==> src/rtl/rrel_pkg.sv <==
`default_nettype none
// ----------------------------------------------------------------------------
// rrel_pkg
// Types, constants and opcode tables for the rip-relative displacement
// relocator.
// ----------------------------------------------------------------------------
package rrel_pkg;

  localparam int INSN_BYTES_DEF = 15;
  localparam int QUEUE_DEPTH    = 2;

  localparam logic [7:0] OP_ESCAPE    = 8'h0f;
  localparam logic [7:0] REX_MASK     = 8'hf0;
  localparam logic [7:0] REX_BASE     = 8'h40;
  localparam logic [7:0] MODRM_MASK   = 8'hc7;
  localparam logic [7:0] MODRM_RIPREL = 8'h05;

  localparam logic [7:0] PFX_OPSIZE = 8'h66;
  localparam logic [7:0] PFX_ADSIZE = 8'h67;
  localparam logic [7:0] PFX_CS     = 8'h2e;
  localparam logic [7:0] PFX_DS     = 8'h3e;
  localparam logic [7:0] PFX_ES     = 8'h26;
  localparam logic [7:0] PFX_FS     = 8'h64;
  localparam logic [7:0] PFX_GS     = 8'h65;
  localparam logic [7:0] PFX_SS     = 8'h36;
  localparam logic [7:0] PFX_LOCK   = 8'hf0;
  localparam logic [7:0] PFX_REP    = 8'hf3;
  localparam logic [7:0] PFX_REPNE  = 8'hf2;

  // ModRM presence: row = opcode[7:4], bit = opcode[3:0]
  localparam logic [15:0] ONE_MODRM [16] = '{
    16'h0F0F, 16'h0F0F, 16'h0F0F, 16'h0F0F, 16'h0000, 16'h0000, 16'h0A0C, 16'h0000,
    16'hFFFF, 16'h0000, 16'h0000, 16'h0000, 16'h00F3, 16'hFF0F, 16'h0000, 16'hC0C0
  };
  localparam logic [15:0] TWO_MODRM [16] = '{
    16'hA00F, 16'h01FF, 16'hFF5F, 16'h0000, 16'hFFFF, 16'hFFFF, 16'hFFFF, 16'hF07F,
    16'h0000, 16'hFFFF, 16'hF8F8, 16'hFCFF, 16'h00FF, 16'hFFFF, 16'hFFFF, 16'h7FFF
  };

  typedef struct packed {
    logic [63:0] insn_low;
    logic [55:0] insn_high;
    logic [63:0] orig_address;
    logic [63:0] copy_address;
  } in_item_t;

  typedef struct packed {
    logic              rip_relative;
    logic [3:0]        disp_offset;
    logic signed [31:0] new_disp;
    logic              out_of_range;
    logic [63:0]       patched_low;
    logic [55:0]       patched_high;
  } out_item_t;

  // decoded item handed from front to back
  typedef struct packed {
    logic        rip_relative;
    logic [3:0]  disp_offset;
    logic [31:0] disp;
    logic [63:0] delta;
    logic [63:0] insn_low;
    logic [55:0] insn_high;
  } mid_item_t;

  function automatic logic is_legacy_prefix(input logic [7:0] b);
    logic r;
    case (b)
      PFX_OPSIZE, PFX_ADSIZE, PFX_CS, PFX_DS, PFX_ES, PFX_FS,
      PFX_GS, PFX_SS, PFX_LOCK, PFX_REP, PFX_REPNE: r = 1'b1;
      default: r = 1'b0;
    endcase
    return r;
  endfunction

endpackage
`default_nettype wire

==> src/rtl/rrel_fifo.sv <==
`default_nettype none
// ----------------------------------------------------------------------------
// rrel_fifo
// Small register queue with push/full and pop/empty handshakes.
// ----------------------------------------------------------------------------
module rrel_fifo #(
  parameter int WIDTH = 8,
  parameter int DEPTH = 2
) (
  input  wire logic             clk,
  input  wire logic             rst_n,
  input  wire logic             push,
  output logic                  full,
  input  wire logic [WIDTH-1:0] wdata,
  input  wire logic             pop,
  output logic                  empty,
  output logic [WIDTH-1:0]      rdata
);

  localparam int PTR_W = (DEPTH > 1) ? $clog2(DEPTH) : 1;
  localparam int CNT_W = $clog2(DEPTH + 1);
  localparam logic [PTR_W-1:0] PTR_LAST = PTR_W'(DEPTH - 1);
  localparam logic [CNT_W-1:0] CNT_FULL = CNT_W'(DEPTH);

  logic [WIDTH-1:0] mem_r [DEPTH];
  logic [PTR_W-1:0] wr_ptr_r, wr_ptr_nxt;
  logic [PTR_W-1:0] rd_ptr_r, rd_ptr_nxt;
  logic [CNT_W-1:0] count_r, count_nxt;
  logic             do_push, do_pop;

  assign full    = (count_r == CNT_FULL);
  assign empty   = (count_r == '0);
  assign rdata   = mem_r[rd_ptr_r];
  assign do_push = push && !full;
  assign do_pop  = pop && !empty;

  always_comb begin
    wr_ptr_nxt = wr_ptr_r;
    rd_ptr_nxt = rd_ptr_r;
    count_nxt  = count_r;
    if (do_push) begin
      wr_ptr_nxt = (wr_ptr_r == PTR_LAST) ? '0 : wr_ptr_r + 1'b1;
    end
    if (do_pop) begin
      rd_ptr_nxt = (rd_ptr_r == PTR_LAST) ? '0 : rd_ptr_r + 1'b1;
    end
    if (do_push && !do_pop) begin
      count_nxt = count_r + 1'b1;
    end else if (do_pop && !do_push) begin
      count_nxt = count_r - 1'b1;
    end
  end

  always_ff @(posedge clk) begin
    if (!rst_n) begin
      wr_ptr_r <= '0;
      rd_ptr_r <= '0;
      count_r  <= '0;
    end else begin
      wr_ptr_r <= wr_ptr_nxt;
      rd_ptr_r <= rd_ptr_nxt;
      count_r  <= count_nxt;
    end
  end

  always_ff @(posedge clk) begin
    if (do_push) begin
      mem_r[wr_ptr_r] <= wdata;
    end
  end

endmodule
`default_nettype wire

==> src/rtl/rrel_front.sv <==
`default_nettype none
// ----------------------------------------------------------------------------
// rrel_front
// Decode: skips prefixes, finds opcode and ModRM, picks out the disp32 and
// forms orig - copy.
// ----------------------------------------------------------------------------
module rrel_front #(
  parameter int INSN_BYTES = rrel_pkg::INSN_BYTES_DEF
) (
  input  wire rrel_pkg::in_item_t in_item,
  output rrel_pkg::mid_item_t     dec_item
);

  import rrel_pkg::*;

  localparam int W = (INSN_BYTES > 16) ? 16 : INSN_BYTES;
  localparam logic [4:0] W5 = 5'(W);
  localparam logic [5:0] W6 = 6'(W);

  logic [255:0] ext;
  logic [7:0]   win [32];
  logic [4:0]   pos, p1, p2, off;
  logic         found, rex, esc, need, modrm_ok, fits, riprel;
  logic [7:0]   op, modrm;
  logic [31:0]  disp;

  assign ext = {136'b0, in_item.insn_high, in_item.insn_low};

  // decode view: zero at and past the window end
  always_comb begin
    for (int i = 0; i < 32; i++) begin
      win[i] = (i < W) ? ext[8*i +: 8] : 8'h00;
    end
  end

  // first non-prefix byte inside the window
  always_comb begin
    pos = W5;
    for (int i = W - 1; i >= 0; i--) begin
      if (!is_legacy_prefix(win[i])) begin
        pos = 5'(i);
      end
    end
  end

  assign found    = (pos < W5);
  assign rex      = ((win[pos] & REX_MASK) == REX_BASE);
  assign p1       = pos + {4'b0, rex};
  assign esc      = (win[p1] == OP_ESCAPE);
  assign p2       = p1 + {4'b0, esc};
  assign op       = win[p2];
  assign need     = esc ? TWO_MODRM[op[7:4]][op[3:0]] : ONE_MODRM[op[7:4]][op[3:0]];
  assign modrm    = win[p2 + 5'd1];
  assign modrm_ok = ((modrm & MODRM_MASK) == MODRM_RIPREL);
  assign off      = p2 + 5'd2;
  assign fits     = ({1'b0, off} + 6'd4) <= W6;
  assign riprel   = found && need && modrm_ok && fits;
  assign disp     = {win[off + 5'd3], win[off + 5'd2], win[off + 5'd1], win[off]};

  always_comb begin
    dec_item              = '0;
    dec_item.rip_relative = riprel;
    dec_item.disp_offset  = riprel ? off[3:0] : 4'd0;
    dec_item.disp         = disp;
    dec_item.delta        = in_item.orig_address - in_item.copy_address;
    dec_item.insn_low     = in_item.insn_low;
    dec_item.insn_high    = in_item.insn_high;
  end

endmodule
`default_nettype wire

==> src/rtl/rrel_back.sv <==
`default_nettype none
// ----------------------------------------------------------------------------
// rrel_back
// Relocation: adds the displacement, checks the signed 32-bit range and
// patches the bytes.
// ----------------------------------------------------------------------------
module rrel_back (
  input  wire rrel_pkg::mid_item_t dec_item,
  output rrel_pkg::out_item_t      res_item
);

  import rrel_pkg::*;

  logic [63:0]  sum;
  logic [31:0]  nd;
  logic         oor, do_patch;
  logic [119:0] bytes_in, bytes_out;
  logic [4:0]   rel;
  logic [31:0]  nd_sh;

  assign sum = dec_item.delta + {{32{dec_item.disp[31]}}, dec_item.disp};
  assign nd  = sum[31:0];
  // fits only when bits 63:31 are all equal
  assign oor = !((sum[63:31] == '0) || (sum[63:31] == '1));
  assign do_patch = dec_item.rip_relative && !oor;
  assign bytes_in = {dec_item.insn_high, dec_item.insn_low};

  always_comb begin
    bytes_out = bytes_in;
    rel       = '0;
    nd_sh     = '0;
    for (int k = 0; k < 15; k++) begin
      rel   = 5'(k) - {1'b0, dec_item.disp_offset};
      nd_sh = nd >> {rel[1:0], 3'b000};
      if (do_patch && (rel < 5'd4)) begin
        bytes_out[8*k +: 8] = nd_sh[7:0];
      end
    end
  end

  always_comb begin
    res_item              = '0;
    res_item.rip_relative = dec_item.rip_relative;
    res_item.disp_offset  = dec_item.disp_offset;
    res_item.new_disp     = dec_item.rip_relative ? nd : 32'd0;
    res_item.out_of_range = dec_item.rip_relative && oor;
    res_item.patched_low  = bytes_out[63:0];
    res_item.patched_high = bytes_out[119:64];
  end

endmodule
`default_nettype wire

==> src/rtl/riprel_displacement_relocate.sv <==
`default_nettype none
// ----------------------------------------------------------------------------
// riprel_displacement_relocate
// x86-64 rip-relative displacement relocator: decode front, decode queue,
// relocation back, result queue.
// ----------------------------------------------------------------------------
//  channel  | handshake          | payload
//  ---------+--------------------+----------------------------------
//  in_      | in_push / in_full  | in_item  (insn bytes, addresses)
//  out_     | out_pop / out_empty| out_item (flags, disp, patched)
//
// One instruction per cycle sustained while out_pop keeps pace; a result is
// registered in the decode queue, then in the result queue, before it is visible.
// Synchronous active-low reset empties both queues.
// A stalled result side fills the result queue, then the decode queue,
// and only then raises in_full.
// ----------------------------------------------------------------------------
module riprel_displacement_relocate #(
  parameter int INSN_BYTES = rrel_pkg::INSN_BYTES_DEF
) (
  input  wire logic                clk,
  input  wire logic                rst_n,
  input  wire logic                in_push,
  output logic                     in_full,
  input  wire rrel_pkg::in_item_t  in_item,
  output logic                     out_empty,
  input  wire logic                out_pop,
  output rrel_pkg::out_item_t      out_item
);

  import rrel_pkg::*;

  mid_item_t dec_item, mid_head;
  out_item_t res_item;
  logic      mid_empty, res_full, move;

  rrel_front #(.INSN_BYTES(INSN_BYTES)) u_front (
    .in_item  (in_item),
    .dec_item (dec_item)
  );

  rrel_fifo #(.WIDTH($bits(mid_item_t)), .DEPTH(QUEUE_DEPTH)) u_mid_q (
    .clk   (clk),
    .rst_n (rst_n),
    .push  (in_push),
    .full  (in_full),
    .wdata (dec_item),
    .pop   (move),
    .empty (mid_empty),
    .rdata (mid_head)
  );

  rrel_back u_back (
    .dec_item (mid_head),
    .res_item (res_item)
  );

  assign move = !mid_empty && !res_full;

  rrel_fifo #(.WIDTH($bits(out_item_t)), .DEPTH(QUEUE_DEPTH)) u_res_q (
    .clk   (clk),
    .rst_n (rst_n),
    .push  (move),
    .full  (res_full),
    .wdata (res_item),
    .pop   (out_pop),
    .empty (out_empty),
    .rdata (out_item)
  );

endmodule
`default_nettype wire
==> config.mk <==
export PLATFORM = sky130hd
export DESIGN_NAME = riprel_displacement_relocate
export DESIGN_NICKNAME = d
export VERILOG_FILES = /design/src/rtl/rrel_pkg.sv /design/src/rtl/rrel_fifo.sv /design/src/rtl/rrel_front.sv /design/src/rtl/rrel_back.sv /design/src/rtl/riprel_displacement_relocate.sv
export SDC_FILE = /design/constraint.sdc
export NUM_CORES = 2
export LEC_CHECK = 0
export BUFFER_PORTS_ARGS = -buffer_cell sky130_fd_sc_hd__buf_2
export CORE_ASPECT_RATIO = 1.1
export CORE_MARGIN = 5
export CORE_UTILIZATION = 60
export DETAILED_ROUTE_END_ITERATION = 12
export GPL_TIMING_DRIVEN = 0
export PLACE_DENSITY = 0.9
export SLEW_MARGIN = 10
export SYNTH_ARGS = -nofsm -noshare
export SYNTH_HDL_FRONTEND = slang
export SYNTH_SLANG_ARGS = --single-unit
==> constraint.sdc <==
create_clock -name clk -period 28.8 [get_ports clk]
set_input_delay 1.44 -clock clk [delete_from_list [all_inputs] [get_ports clk]]
set_output_delay 1.44 -clock clk [all_outputs]
set_load 0.03 [all_outputs]
# ---- Yosys cells after proc, flatten, opt, wreduce, memory -nomap -nowiden
# Memory sizes are Yosys's and may differ from the RTL's. A register that Yosys moved wholly into a read port is not among the register bits.
# Cells that the tools add are included.
dict set report op_classes {
  addsub 33
  n_lt_le_gt_ge 27
  n_eq_ne 171
  shift 15
  n_mux 96
  n_bitwise 9
  n_reduce_logical 59
}
# operator count
set op_table {}
lappend op_table {{$eq A8 B6 Y1 const B} 60}
lappend op_table {{$eq A8 B7 Y1 const B} 60}
lappend op_table {{$shr A32 B5 Y8} 15}
lappend op_table {{$eq A8 B8 Y1 const B} 45}
lappend op_table {{$bmux W8 S5} 8}
lappend op_table {{$mux W8} 31}
lappend op_table {{$reduce_or A11 Y1} 15}
lappend op_table {{$lt A5 B3 Y1 const B} 15}
lappend op_table {{$add A64 B64 Y64} 1}
lappend op_table {{$mux W16} 4}
lappend op_table {{$sub A64 B64 Y64} 1}
lappend op_table {{$ge A6 B6 Y1 const B} 8}
lappend op_table {{$not A5 Y6} 7}
lappend op_table {{$mux W4} 9}
lappend op_table {{$sub A4 B4 Y5 const A} 7}
lappend op_table {{$eq A33 B33 Y1 const B} 1}
lappend op_table {{$logic_not A33 Y1} 1}
lappend op_table {{$mux W32} 1}
lappend op_table {{$mux W1} 31}
lappend op_table {{$logic_and A1 B1 Y1} 29}
lappend op_table {{$sub A3 B4 Y5 const A} 4}
lappend op_table {{$add A5 B2 Y5 const B} 3}
lappend op_table {{$mux W2} 6}
lappend op_table {{$mux W3} 4}
lappend op_table {{other kinds (24)} 44}
dict set report word_totals {
  register_bits 8
  ramBits 758
  mem_bits_ro 512
  output_inout_bits 160
  n_memories 4
}
# name depth word_bits read_ports rd_clocked_by_memory_dff wr line
set mem_list {}
lappend mem_list {u_mid_q.mem_r 2 221 1 1 1 rrel_fifo.sv:25} ;# logic [WIDTH-1:0] mem_r [DEPTH];
lappend mem_list {u_res_q.mem_r 2 158 1 1 1 rrel_fifo.sv:25}
lappend mem_list {{(name not given)} 16 16 1 0 0 rrel_front.sv:52} ;# assign need = esc ? TWO_MODRM[op[7:4]][op[3:0]] : ONE_MODRM[op[7:4]][op[3:0]];
lappend mem_list {{(name not given)} 16 16 1 0 0 rrel_front.sv:52}

# ---- Depth between registers and ports, before layout
dict set report logic_depth {
  depth_word 45
  ltp_mapped 44
}

# ---- Modules after synthesis
# A second synthesis with hierarchy kept.
dict set report unflattened {
  hier_cells 4008
  area_unflattened_um2 50083.0
}
# mod instances cells_each area_per_inst_um2 seq_area_each_um2
set modules_own_cells {}
lappend modules_own_cells {{rrel_fifo at u_mid_q} 1 713 17067.6 13372.8}
lappend modules_own_cells {rrel_front 1 1642 12768.5 0.0}
lappend modules_own_cells {{rrel_fifo at u_res_q} 1 517 12061.6 9589.2}
lappend modules_own_cells {rrel_back 1 1135 8181.6 0.0}
lappend modules_own_cells {riprel_displacement_relocate 1 1 3.8 0.0}

# ---- Least setup slack after synthesis
# No wires, ideal clock.
dict set report synth_timing {
  kind {input port to flip-flop}
  startpoint {input port in_push}
  endpoint {register u_mid_q.wr_ptr_r}
  setup_ns 0.101
  arrival_time_ns 11.422
  required_ns 28.699
  path_slack_ns 17.277
  path_stages 3
  cell_sequence {nand2_1 > nor2_1 > o21a_1}
}
dict set report synth_between {
  elab_chain_len 1
}
# element line
set synth_lines {}
lappend synth_lines {{from (decl)} riprel_displacement_relocate.sv:23} ;# input wire logic in_push,
lappend synth_lines {{$logic_and A1 B1 Y1} rrel_fifo.sv:34} ;# assign do_push = push && !full;
lappend synth_lines {{to (signal assigned)} rrel_fifo.sv:60} ;# wr_ptr_r <= wr_ptr_nxt;
lappend synth_lines {{to (decl)} rrel_fifo.sv:26} ;# logic [PTR_W-1:0] wr_ptr_r, wr_ptr_nxt;
# Every way passes these cells.
# A chain may end at the register's enable or synchronous reset.

==> out/metrics.cfg <==
[clock_tree]
clock-sinks=768
cts_setup_buffers=0
ctsResizeCount=0
path_clk_slew_ns=0.07
cts_tree=done
cts_buffers=74
clock-root-buffer=clkbuf_16
clk_latency_ns=0.65
h-tree-depth=3
clk_path_buf_depth=3
holdBufCountCts=0

[synthesis]
synth_area_um2=45100
synth.most_common_cell=edfxtp_1
synth_seq_cells=768
yosys.area.top_type_share_pct=50.5
yosys-top-cells-area=edfxtp_1 50%, mux2i_1 7.8%, mux2_2 6.9%
seq_area_frac_synth_pct=50.9
synth_flop_cell=edfxtp_1
synth_async_sr_flop_share_pct=0
ys_top_cells_by_count=758 x edfxtp_1, 352 x mux2i_1, 278 x mux2_2
synth_top_area_cell=edfxtp_1
synth_edf_count=758
ys_warn_count=0
synth_fp_nets=3960
netlist_instances=3555
synthDistinctLibCells=118
syn_area_per_cell_um2=12.7

[hold_path]
whs_endpoint=u_mid_q.count_r[1]$_SDFFE_PN0P_
hp-start=u_mid_q.count_r[1]$_SDFFE_PN0P_
holdCritPathClass=reg -> reg
whs_path_depth=2

[setup_path]
arrival_ns=14.88
worstSetupPathType=in -> reg
cp_data_required_time_ns=29.11
slowest_stage=o31ai_1
path_common_cell=clkbuf_1
cpPeakStageDelay_ns=0.86
cp_max_fo=11
r2r_slack_ns=19.49
end_kind=flip-flop
r2r-end=u_res_q.mem_r[0][75]$_DFFE_PP_
ff2ff_path_depth=20
critPathLaunchType=input pin

[route]
vias=35300
drt_first_pass_iters=7
drt_iter0_drc=5301
route.detailed.drc=0
via_per_inst=6.91
drtAntennaViolNets=0
wirelength_mm=152
wire_per_inst_um=29.8

[die]
io_pins=412
core-area_um2=74600
die_w_um=271
die_h_um=298
fp.dieArea_um2=80800
rows=105
start_util_pct=60.4

[run_status]
violations=capacitance limit, slew limit
status=complete, but fails checks

[timing]
max_slew_margin_pct=-4.11
min_period_ns=14.57
setup_viol=0
timing.hold.ws_ns=0.528
fin_skew_ns=0.0335
maxSlewViolCount=5
worst_slew_pin_slew_ns=1.55
hold_viol=0
period_share_pct=50.6
rsz0062_at_grt=no
max_clock_freq_mhz=68.6
tns_ns=0

[global_routing]
grt.overflow.total=0
grt_pass1_wl_mm=217
grt_start_max_net_pins=59
grt_usage_pct=35.9
antenna_found_initial=41
grt_pass1_vias=34200

[placed_design]
dp_cells=4949
port_buffers=411
place_congestion=1.07
dpl.hpwl_mm=110

[finish]
layout.nets=4467
fin_cells=5104
utilization_pct=68.8
area_delta_synth_final_pct=13.8
drive_gt1_share_pct=24.2

[power]
power.density_nw_per_um2=105
vdd_drop_max_mv=0.102
leakagePower_nw=19.1

[run]
cap_viol_max_count=1

## critical path: cells and delay by family
kind | cells | cell delay (ns)
buffers and inverters | 12 | 4.83
AND/OR/NAND/NOR | 5 | 0.61
AO/OA/AOI/OAI | 17 | 5.40
adder cells (fa/ha/maj) | 4 | 1.50
multiplexers | 1 | 0.21
XOR/XNOR | 1 | 0.86
## placed cells by master (no fill, tap or decap), types with 11 or more instances in the layout
cell	instances
edfxtp_1	758
buf_2	424
mux2i_1	352
mux2_2	278
nor2_1	195
a21oi_1	183
nand2_1	171
ha_1	151
inv_1	131
o21ai_0	123
clkbuf_1	120
mux4_2	104
xnor2_1	87
a21o_1	80
clkbuf_16	75
nor2b_1	52
nand3_1	50
nor3_1	46
xor2_1	45
nand4_1	42
and2_1	40
nand2b_1	39
a211oi_1	39
o211ai_1	33
buf_1	29
a31oi_1	29
o21a_1	25
diode_2	22
nand3b_1	20
o21bai_1	20
clkinv_1	18
and3_1	13
clkinv_2	12
o22ai_1	11
or3_1	11
nor4_1	11
o21ai_1	11
o22a_1	11
buf_12	11
## per-layer routing
layer | GRT usage (%) | vias to the layer above | share of wire [%]
met5 | 0.359 | - | 0.19
met4 | 20.4 | 36 | 7.8
met3 | 11.6 | 769 | 14
met2 | 56.9 | 2923 | 45
met1 | 43.5 | 16700 | 33
li1 | - | 14800 | -
## metrics by stage
stage | power (W) | worst slack, ns | cell area, um^2
2_1_floorplan | 0.00342 | 17.28 | 45100
3_3_place_gp | 0.00426 | 12.42 | 48400
3_5_place_dp | 0.00429 | 14.38 | 48900
4_1_cts | 0.00530 | 14.96 | 51300
5_1_grt | 0.00557 | 13.88 | 51300
6_report | 0.00540 | 14.23 | 51300
## state kept, by name, indices dropped and copies added, names as in the netlist, named ones only
| register | count |
|---|---|
| u_mid_q.count_r | 2 |
| u_mid_q.mem_r | 442 |
| u_mid_q.rd_ptr_r | 1 |
| u_mid_q.wr_ptr_r | 1 |
| u_res_q.count_r | 2 |
| u_res_q.mem_r | 316 |
| u_res_q.rd_ptr_r | 1 |
| u_res_q.wr_ptr_r | 1 |
## power by group
group          switching, W  internal (W)  total (W)
logic               0.00186      0.000869    0.00273
clock network      0.000433      0.000562   0.000995
registers         0.0000760       0.00160    0.00168
total               0.00236       0.00303    0.00540
## final cells by class
| type | count | area, um^2 |
|---|---|---|
| Clock inverter | 46 | 499 |
| Inverter | 137 | 514 |
| Timing Repair Buffer | 431 | 2520 |
| Tap cell | 963 | 1200 |
| Clock buffer | 87 | 1920 |
| Antenna cell | 22 | 55.1 |
| Buffer | 159 | 673 |
| Multi-Input combinational cell | 2491 | 21000 |
| Fill cell | 5056 | 23300 |
| Sequential cell | 768 | 23000 |
## worst max path at each step
stage	cells after the start	to	slack, ns	from
after global routing	39	u_mid_q.mem_r[0][193]$_DFFE_PP_	13.88	in_item[174]
after CTS	39	u_mid_q.mem_r[1][194]$_DFFE_PP_	14.96	in_item[174]
final	40	u_mid_q.mem_r[0][193]$_DFFE_PP_	14.23	in_item[174]
after global placement	3	u_mid_q.mem_r[0][163]$_DFFE_PP_	12.42	in_push
after floorplan	3	u_mid_q.wr_ptr_r$_SDFFE_PN0P_	17.28	in_push
after detailed placement	39	u_mid_q.mem_r[1][194]$_DFFE_PP_	14.38	in_item[174]
## logic make-up (layout without fill, tap and decap cells)
logic type,after synthesis,in the layout,share of synthesized area [%]
other cells,0,22,0
flops,768,768,50.9
mux,738,738,20.1
xor+xnor,138,138,2.80
compound gates,701,701,10.5
fa+ha+maj,153,153,4.28
simple gates,761,761,8.75
buf+inv,296,860,2.63
Power figures use the tool's default switching activity.
